$ cat config.mk
export PLATFORM = sky130hd
export DESIGN_NAME = bu_ctrl
export DESIGN_NICKNAME = d
export VERILOG_FILES = /design/src/design/bu_pkg.sv /design/src/design/bu_ctrl.sv
export SDC_FILE = /design/constraint.sdc
export NUM_CORES = 1
export LEC_CHECK = 0
export BUFFER_PORTS_ARGS = -buffer_cell sky130_fd_sc_hd__buf_2
export CORE_MARGIN = 5
export CORE_UTILIZATION = 55
export CTS_CLUSTER_SIZE = 20
export DETAILED_ROUTE_END_ITERATION = 6
export PLACE_DENSITY = 0.8
export SYNTH_ARGS = -nofsm -noshare
export SYNTH_HDL_FRONTEND = slang
export SYNTH_SLANG_ARGS = --single-unit
$ cat constraint.sdc
create_clock -name clk -period 3.1 [get_ports clk]
set_clock_uncertainty 0.2 [all_clocks]
set_input_delay 0.465 -clock clk [delete_from_list [all_inputs] [get_ports clk]]
set_output_delay 0.465 -clock clk [all_outputs]
set_load 0.05 [all_outputs]
$ cat src/design/bu_pkg.sv
`default_nettype none

package bu_pkg;

	// configuration and field widths
	localparam int SRC_DIM_BITS  = 13;
	localparam int TGT_DIM_BITS  = 11;
	localparam int POS_BITS      = 10;
	localparam int IDX_BITS      = 12;
	localparam int CFG_IDX_BITS  = 2;
	localparam int CFG_DATA_BITS = 13;

	// defaults for the top level parameters
	localparam int DEF_SOURCE_SAMPLES = 4096;
	localparam int DEF_SAMPLE_BITS    = 16;

	// fixed point
	localparam int FRAC_BITS = 8;
	localparam int WGT_BITS  = FRAC_BITS + 1;
	localparam int WPROD_BITS = 2 * FRAC_BITS + 1;

	// position mapping: (2*pos+1)*in_len fits in NUM_BITS
	localparam int NUM_BITS  = POS_BITS + 1 + SRC_DIM_BITS;
	localparam int DEN_BITS  = TGT_DIM_BITS + 1;
	localparam int DIV_STEPS = (NUM_BITS + FRAC_BITS + 1) / 2;
	localparam int DVD_BITS  = 2 * DIV_STEPS;
	localparam int QINT_BITS = DVD_BITS - FRAC_BITS;
	localparam int CNT_BITS  = (DIV_STEPS > 1) ? $clog2(DIV_STEPS) : 1;
	localparam int LIN_BITS  = 2 * SRC_DIM_BITS + 1;

	// command codes
	localparam logic CMD_WRITE = 1'b0;
	localparam logic CMD_PIXEL = 1'b1;

	// configuration register indexes
	localparam logic [CFG_IDX_BITS-1:0] REG_SOURCE_WIDTH  = 2'd0;
	localparam logic [CFG_IDX_BITS-1:0] REG_SOURCE_HEIGHT = 2'd1;
	localparam logic [CFG_IDX_BITS-1:0] REG_TARGET_WIDTH  = 2'd2;
	localparam logic [CFG_IDX_BITS-1:0] REG_TARGET_HEIGHT = 2'd3;

	localparam logic AXIS_X = 1'b0;
	localparam logic AXIS_Y = 1'b1;

	typedef enum logic [3:0] {
		OP_NONE,
		OP_MUL,
		OP_DIV_INIT,
		OP_DIV_STEP,
		OP_DIV_END,
		OP_TAP_ADDR,
		OP_TAP_READ,
		OP_TAP_PROD,
		OP_TAP_ACC,
		OP_OUT
	} dp_op_t;

	typedef struct packed {
		logic        load;
		dp_op_t      op;
		logic        axis;
		logic [1:0]  tap;
	} dp_cmd_t;

endpackage

`default_nettype wire

$ cat src/design/bu_ctrl.sv
`default_nettype none

module bu_ctrl (
	input  wire             clk,
	input  wire             arst_n,
	input  wire             in_valid,
	output logic            in_ready,
	input  wire             cmd,
	output logic            out_valid,
	input  wire             out_ready,
	output bu_pkg::dp_cmd_t ctl
);
	import bu_pkg::*;

	typedef enum logic [3:0] {
		S_IDLE,
		S_MUL,
		S_DIV_INIT,
		S_DIV,
		S_DIV_END,
		S_ADDR,
		S_READ,
		S_PROD,
		S_ACC,
		S_OUT
	} state_t;

	state_t               state_q;
	logic                 axis_q;
	logic [CNT_BITS-1:0]  cnt_q;
	logic [1:0]           tap_q;
	logic                 out_valid_q;
	logic                 accept;
	logic                 out_load;

	assign in_ready = (state_q == S_IDLE);
	assign accept   = in_valid && in_ready;
	assign out_load = (state_q == S_OUT) && (!out_valid_q || out_ready);

	always_comb begin
		ctl.load = accept;
		ctl.axis = axis_q;
		ctl.tap  = tap_q;
		case (state_q)
			S_MUL:      ctl.op = OP_MUL;
			S_DIV_INIT: ctl.op = OP_DIV_INIT;
			S_DIV:      ctl.op = OP_DIV_STEP;
			S_DIV_END:  ctl.op = OP_DIV_END;
			S_ADDR:     ctl.op = OP_TAP_ADDR;
			S_READ:     ctl.op = OP_TAP_READ;
			S_PROD:     ctl.op = OP_TAP_PROD;
			S_ACC:      ctl.op = OP_TAP_ACC;
			S_OUT:      ctl.op = out_load ? OP_OUT : OP_NONE;
			default:    ctl.op = OP_NONE;
		endcase
	end

	always_ff @(posedge clk or negedge arst_n) begin
		if (!arst_n) begin
			state_q     <= S_IDLE;
			axis_q      <= AXIS_X;
			cnt_q       <= '0;
			tap_q       <= '0;
			out_valid_q <= 1'b0;
		end else begin
			// result register frees up in the same cycle it is taken
			if (out_load) begin
				out_valid_q <= 1'b1;
			end else if (out_valid_q && out_ready) begin
				out_valid_q <= 1'b0;
			end
			case (state_q)
				S_IDLE: begin
					if (accept && cmd == CMD_PIXEL) begin
						axis_q  <= AXIS_X;
						state_q <= S_MUL;
					end
				end
				S_MUL: begin
					state_q <= S_DIV_INIT;
				end
				S_DIV_INIT: begin
					cnt_q   <= '0;
					state_q <= S_DIV;
				end
				S_DIV: begin
					cnt_q <= cnt_q + 1'b1;
					if (cnt_q == CNT_BITS'(DIV_STEPS - 1)) begin
						state_q <= S_DIV_END;
					end
				end
				S_DIV_END: begin
					if (axis_q == AXIS_X) begin
						axis_q  <= AXIS_Y;
						state_q <= S_MUL;
					end else begin
						tap_q   <= '0;
						state_q <= S_ADDR;
					end
				end
				S_ADDR: begin
					state_q <= S_READ;
				end
				S_READ: begin
					state_q <= S_PROD;
				end
				S_PROD: begin
					state_q <= S_ACC;
				end
				S_ACC: begin
					tap_q <= tap_q + 1'b1;
					if (tap_q == 2'd3) begin
						state_q <= S_OUT;
					end else begin
						state_q <= S_ADDR;
					end
				end
				S_OUT: begin
					if (out_load) begin
						state_q <= S_IDLE;
					end
				end
				default: begin
					state_q <= S_IDLE;
				end
			endcase
		end
	end

	assign out_valid = out_valid_q;

endmodule

`default_nettype wire

Word-level counts from Yosys, hierarchy flattened
Index checks and enable logic that the tools add are counted.
W data, S select, Z words.
{"block": "word_totals", "register_bits": 12, "out_inout_bits": 10, "elab_cells": 51}
{"block": "classes", "addsub": 2, "eq_ne": 15, "mux": 15, "reduce_logical": 14}
{"operator": "$pmux W4 S10", "n": 1}
{"operator": "$pmux W4 S9", "n": 1}
{"operator": "$mux W4", "n": 5}
{"operator": "$eq A4 B3 Y1 const B", "n": 4}
{"operator": "$eq A4 B4 Y1 const B", "n": 3}
{"operator": "$eq A4 B2 Y1 const B", "n": 2}
{"operator": "$pmux W4 S2", "n": 1}
{"operator": "$reduce_bool A2 Y1", "n": 4}
{"operator": "$ne A2 B2 Y1 const B", "n": 3}
{"operator": "$add A4 B1 Y4 const B", "n": 1}
{"operator": "$eq A4 B1 Y1 const B", "n": 1}
{"operator": "$logic_and A1 B1 Y1", "n": 4}
{"operator": "$logic_not A4 Y1", "n": 1}
{"operator": "$pmux W2 S2", "n": 1}
{"operator": "$reduce_and A2 Y1", "n": 2}
{"operator": "$mux W1", "n": 3}
{"operator": "$mux W3", "n": 1}
{"operator": "$reduce_and A3 Y1", "n": 1}
{"operator": "$add A2 B1 Y2 const B", "n": 1}
{"operator": "$eq A2 B2 Y1 const B", "n": 1}
{"operator": "$mux W2", "n": 1}
{"operator": "$ne A2 B1 Y1 const B", "n": 1}
{"operator": "$pmux W1 S2", "n": 1}
{"operator": "$logic_not A1 Y1", "n": 1}
{"operator": "$logic_or A1 B1 Y1", "n": 1}

Logic depth before layout (Yosys ltp)
Gate-level depths: netlist (run 1).
{"block": "depth", "ltp_word": 5, "ltp_mapped": 5, "ltp_nobuf": 4}

Worst setup path after synthesis (run 1)
OpenSTA, ideal clock, no wires.
{"block": "synth_path", "kind": "register to output", "start": "reg state_q[0]", "end": "out ctl[7] (netlist name)", "t_arrival_ps": 2352, "required_time_ps": 2435, "slack_ps": 83, "path_stages_with_launch": 5, "path_buffers": 1, "cell_sequence": "dfrtp_1 > or2_2 > nor3_1 > and2_1 > buf_4"}
{"block": "synth_via", "elab_chain_cells": 2}
{"element": "start, declared", "line": "bu_ctrl.sv:28", "source": "state_t state_q;"}
{"element": "start signal, assigned", "line": "bu_ctrl.sv:60", "source": "state_q <= S_IDLE;"}
{"element": "start signal, assigned", "line": "bu_ctrl.sv:76", "source": "state_q <= S_MUL;"}
{"element": "start signal, assigned", "line": "bu_ctrl.sv:80", "source": "state_q <= S_DIV_INIT;"}
{"element": "$logic_not A4 Y1", "line": "bu_ctrl.sv:36", "source": "assign in_ready = (state_q == S_IDLE);"}
{"element": "via in_ready", "line": "bu_ctrl.sv:7", "source": "output logic in_ready,"}
{"element": "$logic_and A1 B1 Y1", "line": "bu_ctrl.sv:37", "source": "assign accept = in_valid && in_ready;"}
{"element": "end, declared", "line": "bu_ctrl.sv:11", "source": "output bu_pkg::dp_cmd_t ctl"}
The timed path passes the listed nets, and every way through them passes these cells.

==> qor.csv, run 1 <==
stage;metric;value;unit
status;status;completed;
clock_tree;Hold-fix buffers, CTS;1;
timing;number of setup violations in the final report;0;
timing;Final Worst Setup Slack;500;ps
floorplan;Initial Util;0.578;
grt;antenna violations before repair;0;
synthesis;Mapped Cells;79;
power;sequential share of power;0.366;
power;P_leak;0.393;nW
grt;first-pass GRT wire length;2530;um
clock_tree;CTS Sinks;12;
power;Clk pwr share;0.106;
clock_tree;CTS resizes;0;
timing;Slew headroom;0.696;
worst_setup_path;RR Startpoint;state_q[3]$_DFFE_PN0P_;
synthesis;Yosys cell types;38;
detailed_routing;met2 WL post-DR;641;um
place;PortBufs;14;
timing;f_max;385;MHz
power;worst vdd ir;0.531;mV
layout;area grow syn2layout;9.60;%
clock_tree;worst skew pair latency;270;ps
detailed_routing;Met1 Wirelength;690;um
detailed_routing;drt via density;5.84;
layout;ant diodes;0;
worst_setup_path;Critical Path, Cell by Cell;or2_2 -> nor3_1 -> and2_1 -> buf_2;
floorplan;Die ar.;2190;um2
grt;total gr overflow;0;
floorplan;I/O pins;15;
floorplan;die width;46.8;um
clock_tree;clk root buf;clkbuf_4;
worst_setup_path;Startpoint Class;flop;
detailed_routing;Pre-antenna DRT Iters;3;
timing;Fin. Hold Viols;0;
grt;largest net degree at the start of global routing;18;
clock_tree;Max H-tree Level;1;
detailed_routing;Routed WL;1440;um
floorplan;std cell rows;13;
power;Sw Ratio;0.512;
place;Placement Cell Area;782;um2
synthesis;average size of a mapped cell;9.41;um2
timing;hold_ws;308;ps
power;PD cells;1080;nW/um2
clock_tree;TritonCTS clock tree;built;
synthesis;Yosys warning count;0;
place;routability cong.;0.813;
grt;vias in the first global route;593;
power;sw power;0.451;mW
detailed_routing;uppermost routed layer;met4;
worst_setup_path;end of the worst register-to-register path;cnt_q[3]$_DFFE_PN0P_;
layout;Final nets;99;
clock_tree;clk buf depth;2;
worst_setup_path;Crit path arrival time;1940;ps
floorplan;die height;46.8;um
floorplan;Core Region;1280;um2
synthesis;combined area of all synthesized cells;743;um2
job;Max-Cap Viols;0;
worst_setup_path;Worst R2R Path Depth;3;
worst_setup_path;crit path max-delay cell type;dfrtp_1;
timing;RSZ-0062 raised after global routing;no;
timing;Final Cycle Share;0.839;
clock_tree;TritonCTS Buffers;3;
synthesis;Post-Syn Nets;86;
detailed_routing;DR vias;613;
power;Comb pwr share;0.528;
layout;layout cells sized above 1;0.256;
worst_setup_path;CP Capture Type;output port;
timing;clock period minus worst slack;2600;ps
timing;setup TNS;0;ps
worst_setup_path;WP buf/inv;1;
worst_setup_path;crit-path max FO;17;
worst_setup_path;Crit path required time;2430;ps
detailed_routing;antenna violation net count after detailed routing;0;
layout;Final Cell Area;815;um2
clock_tree;Worst-path clk slew;70;ps
worst_setup_path;slowest stage delay, CP;550;ps
layout;Non-Filler Instances;105;
power;Power Internal;0.430;mW
timing;worst-margin pin slew;457;ps
place;placed cell count;101;
place;Final HPWL DP;1060;um
min_path;Worst Min Path Start;cmd;
worst_setup_path;CP Class;flop to output port;
min_path;worst min-delay path class;input pin to flop;
detailed_routing;WL met3;77;um
detailed_routing;initial DRC count;4;
worst_setup_path;flop2flop setup slack;1170;ps
detailed_routing;DR DRC count;0;
synthesis;post-synthesis sequential area ratio;0.404;
grt;GR Util All Layers;0.167;
min_path;Hold Path End;state_q[0]$_DFFE_PN0P_;
min_path;WHS Path Cells;3;
place;Placement Setup Slack;794;ps
detailed_routing;Routed WL per cell;13.7;um
worst_setup_path;crit-path leading delay family;simple AND/OR/NAND/NOR gates;
synthesis;synthesis-stage register bit count;12;
timing;max-slew violation count;0;
clock_tree;Post-CTS Setup Repair Bufs;0;
-- synth_stat cells --
cell type	instances	share of area
a21oi_1	5	0.034
a221oi_1	2	0.024
o211ai_1	1	0.010
nor3b_1	1	0.010
or3b_1	1	0.012
nor3_1	2	0.013
mux2i_1	1	0.013
and4bb_2	1	0.017
dfrtp_1	12	0.40
nor4b_1	1	0.012
and3b_1	1	0.012
a2bb2oi_1	1	0.012
buf_2	1	0.0067
a32o_1	1	0.013
nor2_1	3	0.015
mux2_2	1	0.015
buf_4	2	0.020
or4b_2	1	0.013
or2b_2	1	0.012
o21a_1	1	0.010
or2_2	1	0.0084
inv_1	3	0.015
or4b_1	1	0.013
a21o_1	1	0.010
nand2b_1	2	0.017
clkbuf_1	2	0.010
o21ai_0	4	0.027
nor2b_1	2	0.017
nand3_1	4	0.027
and2_1	2	0.017
ha_1	2	0.034
a22o_2	1	0.013
buf_6	2	0.030
o31ai_1	2	0.020
o22ai_1	1	0.0084
nand2_1	7	0.035
and3_1	1	0.0084
a211oi_1	1	0.010
-- power groups by stage --
stage          registers, mW  clock network [mW]  logic, mW
4_1_cts                0.320              0.0977      0.470
3_5_place_dp           0.322                   0      0.467
5_1_grt                0.335               0.108      0.509
6_report               0.322              0.0936      0.466
3_3_place_gp           0.318                   0      0.459
2_1_floorplan          0.295                   0      0.435
-- worst min-delay path, cell delays in order --
cell and delay (ps):
buf_2 100, nand2_1 100, a2bb2oi_1 80
-- sequential cells by signal (all words and copies together), names as in the netlist --
signal,cells
out_valid,1
tap_q,2
cnt_q,4
state_q,4
axis_q,1
-- logic make-up (layout without fill, tap and decap cells) --
logic type               after synthesis  after routing  synth area share
buffers and inverters                 10             21            0.0825
flip-flops                            12             12             0.404
AND/OR/NAND/NOR                       32             32             0.259
multiplexers                           2              2            0.0286
adder cells (fa/ha/maj)                2              2            0.0337
AO/OA/AOI/OAI                         21             21             0.192
-- stage by stage --
stage / utilization / total power, mW
global route: 0.634 / 0.953
detailed placement: 0.609 / 0.789
CTS: 0.634 / 0.887
finish: 0.634 / 0.881
floorplan: - / 0.730
global placement: 0.609 / 0.777
-- layout make-up --
| type | count | area, um2 |
|---|---|---|
| inverter | 3 | 11.3 |
| clock buffer | 3 | 22.5 |
| multi-input combinational | 57 | 382 |
| sequential | 12 | 300 |
| timing repair buffer | 15 | 80.1 |
| tap | 15 | 18.8 |
| fill | 105 | 470 |
-- cells in the final DEF, fill, tap and decap left out --
cell,n
a32o_1,1
clkbuf_4,3
or3b_1,1
o21a_1,1
nor3b_1,1
mux2i_1,1
or2_2,1
and2_1,2
and3b_1,1
or2b_2,1
or4b_2,1
and4bb_2,1
ha_1,2
o22ai_1,1
a22o_2,1
nand3_1,4
a21o_1,1
inv_1,3
a211oi_1,1
nor3_1,2
mux2_2,1
nor2_1,3
nand2b_1,2
o211ai_1,1
and3_1,1
nor4b_1,1
o21ai_0,4
dlygate4sd3_1,1
o31ai_1,2
or4b_1,1
a2bb2oi_1,1
a221oi_1,2
a21oi_1,5
nor2b_1,2
buf_2,14
nand2_1,7
dfrtp_1,12
-- routing by layer --
layer / global-route usage / up-vias
li1: - / 311
met3: 0.0575 / 5
met4: 0.0829 / 0
met1: 0.203 / 284
met5: 0 / -
met2: 0.263 / 13
-- worst max path at each step --
stage | startpoint | end | slack [ps] | cells past startpoint
final | state_q[0]$_DFFE_PN0P_ | ctl[7] | 500 | 4
after global routing | state_q[0]$_DFFE_PN0P_ | ctl[7] | 340 | 4
after CTS | state_q[0]$_DFFE_PN0P_ | ctl[7] | 490 | 4
after detailed placement | state_q[0]$_DFFE_PN0P_ | ctl[7] | 790 | 4
after global placement | state_q[0]$_DFFE_PN0P_ | ctl[7] | 840 | 4
after floorplan | state_q[0]$_DFFE_PN0P_ | ctl[7] | 80 | 4
Power figures use the tool's default switching activity.
==> run 2, diff against run 1 <==
--- a/config.mk
+++ b/config.mk
@@ -7,10 +7,10 @@
 export LEC_CHECK = 0
 export BUFFER_PORTS_ARGS = -buffer_cell sky130_fd_sc_hd__buf_2
 export CORE_MARGIN = 5
-export CORE_UTILIZATION = 55
+export CORE_UTILIZATION = 47
 export CTS_CLUSTER_SIZE = 20
 export DETAILED_ROUTE_END_ITERATION = 6
-export PLACE_DENSITY = 0.8
+export PLACE_DENSITY = 0.73
 export SYNTH_ARGS = -nofsm -noshare
 export SYNTH_HDL_FRONTEND = slang
 export SYNTH_SLANG_ARGS = --single-unit
==> constraint.sdc (replaced) <==
create_clock -name clk -period 2.32 [get_ports clk]
set_clock_uncertainty 0.2 [all_clocks]
set_input_delay 0.348 -clock clk [delete_from_list [all_inputs] [get_ports clk]]
set_output_delay 0.348 -clock clk [all_outputs]
set_load 0.05 [all_outputs]
==> qor.csv, run 2 (synthesis results as in run 1) <==
stage;metric;value;unit;change
timing;Fin. Hold Viols;0;;unchanged
layout;Top Registers;cnt_q (4), state_q (4), tap_q (2);;
clock_tree;TritonCTS Buffers;3;;unchanged
grt;first-pass GRT wire length;2590;um;+2.4%
power;Clk pwr share;0.132;;+0.026
power;Power Internal;0.636;mW;+48%
detailed_routing;Pre-antenna DRT Iters;4;;+1
worst_setup_path;crit path max-delay cell type;dfrtp_2;;
grt;largest net degree at the start of global routing;17;;-1
timing;clock period minus worst slack;2220;ps;
floorplan;std cell rows;14;;+1
worst_setup_path;WP buf/inv;1;;unchanged
timing;Slew headroom;0.757;;+0.0612
timing;RSZ-0062 raised after global routing;no;;
clock_tree;clk root buf;clkbuf_4;;
layout;area grow syn2layout;16.7;%;
floorplan;I/O pins;15;;unchanged
place;PortBufs;14;;unchanged
clock_tree;Post-CTS Setup Repair Bufs;0;;unchanged
layout;Final nets;102;;+3.0%
power;P_leak;0.414;nW;+5.6%
grt;antenna violations before repair;0;;unchanged
worst_setup_path;end of the worst register-to-register path;cnt_q[3]$_DFFE_PN0P_;;
worst_setup_path;Worst Setup SP;state_q[1]$_DFFE_PN0P_;;
layout;most frequent cells in the layout;buf_2 (13), dfrtp_1 (11), nand2_1 (7);;
floorplan;Initial Util;0.493;;-0.0850
worst_setup_path;Crit path arrival time;1680;ps;-260 ps
timing;Final Cycle Share;0.958;;
floorplan;die width;49.8;um;+6.4%
power;worst vdd ir;0.838;mV;+58%
timing;max-slew violation count;0;;unchanged
timing;setup TNS;0;ps;unchanged
worst_setup_path;Startpoint Class;flop;;
worst_setup_path;slowest stage delay, CP;480;ps;-70 ps
worst_setup_path;CP Capture Type;output port;;
detailed_routing;Routed WL per cell;14.2;um;+3.1%
detailed_routing;initial DRC count;7;;+3
worst_setup_path;Crit path required time;1770;ps;-660 ps
clock_tree;clk buf depth;2;;unchanged
job;Max-Cap Viols;0;;unchanged
place;Final HPWL DP;1170;um;+11%
timing;worst-margin pin slew;365;ps;-91.8 ps
clock_tree;CTS Sinks;12;;unchanged
worst_setup_path;CP Class;flop to output port;;
clock_tree;Worst-path clk slew;80;ps;about the same
clock_tree;TritonCTS clock tree;built;;
grt;vias in the first global route;610;;+2.9%
power;Sw Ratio;0.496;;-0.0157
timing;f_max;450;MHz;
layout;commonest non-fill, non-tap cell in the layout;buf_2;;
power;sw power;0.626;mW;+39%
timing;number of setup violations in the final report;0;;unchanged
layout;ant diodes;0;;unchanged
clock_tree;Max H-tree Level;1;;unchanged
power;PD cells;1450;nW/um2;+34%
worst_setup_path;Critical Path, Cell by Cell;or2_2 -> nor3_4 -> and2_1 -> clkbuf_4;;
worst_setup_path;Worst R2R Path Depth;3;;unchanged
power;Pwr Total;1.26;mW;+43%
detailed_routing;Routed WL;1560;um;+8.0%
place;Placement Setup Slack;347;ps;-446 ps
place;routability cong.;0.800;;-1.5%
floorplan;Core Region;1510;um2;+17%
clock_tree;worst skew pair latency;280;ps;about the same
detailed_routing;drt via density;5.72;;-2.1%
timing;Final Worst Setup Slack;97.0;ps;-403 ps
grt;total gr overflow;0;;unchanged
floorplan;die height;49.8;um;+6.4%
layout;Filler cells;136;;+30%
worst_setup_path;crit-path leading delay family;simple AND/OR/NAND/NOR gates;;
worst_setup_path;crit-path max FO;13;;-4
detailed_routing;DR vias;629;;+2.6%
worst_setup_path;flop2flop setup slack;420;ps;-750 ps
grt;GR Util All Layers;0.134;;-0.0329
power;Comb pwr share;0.551;;+0.023
power;sequential share of power;0.317;;-0.049
status;status;completed;;
detailed_routing;DR DRC count;0;;unchanged
min_path;worst min-delay path class;input pin to flop;;
worst_setup_path;end of the critical path;ctl[7];;
worst_setup_path;WP depth;4;;unchanged
layout;layout cells sized above 1;0.309;;+0.0530
worst_setup_path;RR Startpoint;state_q[2]$_DFFE_PN0P_;;
floorplan;Die ar.;2480;um2;+13%
detailed_routing;antenna violation net count after detailed routing;0;;unchanged
run 2: cell types whose count changed in the layout (fill, tap and decap cells not counted), sizes merged:
cell	previous run	this run
clkbuf	3	5
buf	14	16
run 2: worst min-delay path by stage:
stage                     startpoint                      to  slack (ps)  cells after the start
final                            cmd  state_q[0]$_DFFE_PN0P_         180                      3
after global routing        in_valid  state_q[0]$_DFFE_PN0P_         200                      3
after CTS                        cmd  state_q[0]$_DFFE_PN0P_         170                      3
after detailed placement      arst_n    cnt_q[3]$_DFFE_PN0P_          40                      1
after global placement        arst_n    cnt_q[3]$_DFFE_PN0P_          40                      1
after floorplan               arst_n      axis_q$_DFFE_PN0P_        -150                      0
run 2: layout make-up:
| type | count | area (um2) | area share |
|---|---|---|---|
| clock buffer | 4 | 36.3 | 0.0418 |
| tap | 16 | 20.0 | 0.0231 |
| inverter | 3 | 11.3 | 0.0130 |
| sequential | 12 | 302 | 0.348 |
| timing repair buffer | 18 | 105 | 0.121 |
| multi-input combinational | 57 | 393 | 0.453 |
run 2: repair_timing:
item / in CTS / in global routing
hold buffers: 1 / 0
hold endpoints to repair: 12 / 0
endpoints found under the setup margin: 0 / 1
gates resized for setup: 0 / 2
run 2: power groups by stage:
stage | sequential (mW) | combinational, mW | clock (mW)
floorplan | 0.394 | 0.594 | 0
global placement | 0.395 | 0.691 | 0
detailed placement | 0.402 | 0.698 | 0
CTS | 0.397 | 0.702 | 0.173
global route | 0.414 | 0.757 | 0.186
finish | 0.400 | 0.695 | 0.167
run 2: metal layers:
metal | routed length, um | vias up | share of wire | track usage
met5 | 0 | - | 0 | 0
met4 | 7 | 0 | 0.0045 | 0.0131
met3 | 92 | 2 | 0.059 | 0.0723
met2 | 742 | 13 | 0.48 | 0.222
met1 | 716 | 298 | 0.46 | 0.157
li1 | - | 316 | - | -
run 2: per-stage QoR:
stage | hold WS, ps | util | std cells | area, um2
after floorplan | -148 | - | 79 | 754
after global placement | 40.2 | 0.542 | 105 | 817
after detailed placement | 43.3 | 0.542 | 105 | 817
after CTS | 171 | 0.573 | 110 | 863
after global routing | 200 | 0.576 | 110 | 867
final | 183 | 0.576 | 110 | 867
run 2: worst min-delay path, delay by kind of cell:
kind	cells	cell delay (ps)
AOI/OAI and AO/OA	1	70
buffers and inverters	1	90
and+or+nand+nor	1	100
==> run 3, diff against run 2 <==
--- a/config.mk
+++ b/config.mk
@@ -7,10 +7,10 @@
 export LEC_CHECK = 0
 export BUFFER_PORTS_ARGS = -buffer_cell sky130_fd_sc_hd__buf_2
 export CORE_MARGIN = 5
-export CORE_UTILIZATION = 47
+export CORE_UTILIZATION = 45
 export CTS_CLUSTER_SIZE = 20
 export DETAILED_ROUTE_END_ITERATION = 6
-export PLACE_DENSITY = 0.73
+export PLACE_DENSITY = 0.7
 export SYNTH_ARGS = -nofsm -noshare
 export SYNTH_HDL_FRONTEND = slang
 export SYNTH_SLANG_ARGS = --single-unit
==> qor.csv, run 3 (synthesis results as in run 1) <==
stage;metric;value;unit;change
worst_setup_path;Crit path arrival time;1650;ps;-30 ps
clock_tree;TritonCTS clock tree;built;;
power;worst vdd ir;0.604;mV;-28%
worst_setup_path;CP Capture Type;output port;;
detailed_routing;antenna violation net count after detailed routing;0;;unchanged
min_path;Worst Min Path Start;cmd;;
timing;Slew headroom;0.663;;-0.0936
grt;first-pass GRT wire length;2920;um;+12%
timing;Fin. Hold Viols;0;;unchanged
clock_tree;clk buf depth;2;;unchanged
min_path;WHS Path Cells;3;;unchanged
worst_setup_path;flop2flop setup slack;360;ps;-60 ps
timing;RSZ-0062 raised after global routing;no;;
worst_setup_path;RR Startpoint;state_q[3]$_DFFE_PN0P_;;
layout;Final Cell Area;846;um2;-2.5%
grt;largest net degree at the start of global routing;18;;+1
detailed_routing;initial DRC count;10;;+3
place;PortBufs;14;;unchanged
place;Placement Setup Slack;352;ps;+4.60 ps
detailed_routing;DR vias;636;;+1.1%
clock_tree;Max H-tree Level;1;;unchanged
timing;max-slew violation count;0;;unchanged
worst_setup_path;CP Class;flop to output port;;
floorplan;Initial Util;0.482;;-0.0112
timing;hold_ws;182;ps;-1.45 ps
detailed_routing;Routed WL;1600;um;+2.7%
clock_tree;worst skew pair latency;270;ps;about the same
timing;number of setup violations in the final report;0;;unchanged
worst_setup_path;end of the worst register-to-register path;cnt_q[3]$_DFFE_PN0P_;;
layout;commonest non-fill, non-tap cell in the layout;buf_2;;
worst_setup_path;Worst R2R Path Depth;3;;unchanged
worst_setup_path;Crit path required time;1770;ps;about the same
clock_tree;TritonCTS Buffers;3;;unchanged
grt;total gr overflow;0;;unchanged
grt;antenna violations before repair;0;;unchanged
clock_tree;clk root buf;clkbuf_4;;
timing;Final Worst Setup Slack;123;ps;+25.8 ps
timing;clock period minus worst slack;2200;ps;-25.8 ps
timing;Final Cycle Share;0.947;;-0.0111
place;Final HPWL DP;1200;um;+2.6%
floorplan;Die ar.;2560;um2;+3.5%
floorplan;die height;50.6;um;+1.8%
place;Placement Cell Area;810;um2;-0.92%
layout;Non-Filler Instances;108;;-1.8%
job;Max-Cap Viols;0;;unchanged
layout;Final nets;101;;-0.98%
layout;area grow syn2layout;13.8;%;
floorplan;I/O pins;15;;unchanged
layout;Top Registers;cnt_q (4), state_q (4), tap_q (2);;
worst_setup_path;crit-path max FO;13;;unchanged
status;status;completed;;
layout;most frequent cells in the layout;buf_2 (13), dfrtp_1 (11), nand2_1 (7);;
grt;GR Util All Layers;0.147;;+0.0131
detailed_routing;Routed WL per cell;14.8;um;+4.6%
min_path;worst min-delay path class;input pin to flop;;
floorplan;Core Region;1540;um2;+2.3%
clock_tree;CTS Sinks;12;;unchanged
timing;f_max;455;MHz;+1.2%
detailed_routing;drt via density;5.89;;+3.0%
timing;worst-margin pin slew;505;ps;+140 ps
clock_tree;Worst-path clk slew;70;ps;about the same
floorplan;std cell rows;14;;unchanged
place;placed cell count;104;;-0.95%
worst_setup_path;Startpoint Class;flop;;
place;routability cong.;0.747;;-6.7%
grt;vias in the first global route;594;;-2.6%
detailed_routing;Pre-antenna DRT Iters;4;;unchanged
detailed_routing;DR DRC count;0;;unchanged
timing;setup TNS;0;ps;unchanged
power;Pwr Total;1.22;mW;-3.1%
min_path;Hold Path End;state_q[0]$_DFFE_PN0P_;;
power;PD cells;1450;nW/um2;-0.65%
floorplan;die width;50.6;um;+1.8%
layout;layout cells sized above 1;0.293;;-0.0150
layout;Util after Layout;0.549;;-0.0269
layout;ant diodes;0;;unchanged
power;P_leak;0.402;nW;-3.0%
run 3: how the worst max path moves through the flow:
| stage | from | to | slack [ps] | cells past startpoint |
|---|---|---|---|---|
| finish | state_q[1]$_DFFE_PN0P_ | ctl[7] | 120 | 4 |
| global route | state_q[1]$_DFFE_PN0P_ | ctl[7] | 20 | 4 |
| CTS | state_q[1]$_DFFE_PN0P_ | ctl[7] | 50 | 4 |
| detailed placement | state_q[1]$_DFFE_PN0P_ | ctl[7] | 350 | 4 |
| global placement | state_q[1]$_DFFE_PN0P_ | ctl[7] | 390 | 4 |
| floorplan | state_q[0]$_DFFE_PN0P_ | ctl[7] | 170 | 4 |
run 3: power by group:
group | internal (mW) | switching [mW] | total, mW
Clock | 0.0600 | 0.0655 | 0.125
Combinational | 0.244 | 0.444 | 0.689
Sequential | 0.290 | 0.118 | 0.408
Total | 0.594 | 0.628 | 1.22
run 3: what timing repair did:
item                       CTS  global route
setup buffers                0             0
resized for setup            0             2
hold endpoints to repair    12             0
setup endpoints to repair    0             1
hold buffers                 1             0
run 3: worst max-delay path, cell delays in order, from the launching register on:
cell	delay [ps]
dfrtp_2	480
or2_2	370
nor3_4	160
and2_1	150
clkbuf_4	220
run 3: area by class of cell:
| cell class | count | area, um2 |
|---|---|---|
| inverters | 3 | 11.3 |
| multi-input cells | 57 | 393 |
| well taps | 16 | 20.0 |
| flip-flops and latches | 12 | 302 |
| fillers | 135 | 696 |
| clock buffers | 3 | 22.5 |
| repair buffers | 17 | 97.6 |
run 3: metal layers:
metal | up-vias | part of all wire | global-route usage
met1 | 306 | 0.45 | 0.197
met3 | 2 | 0.047 | 0.0355
met4 | 0 | 0.0075 | 0.0638
li1 | 315 | - | -
met5 | - | 0 | 0
met2 | 13 | 0.49 | 0.223
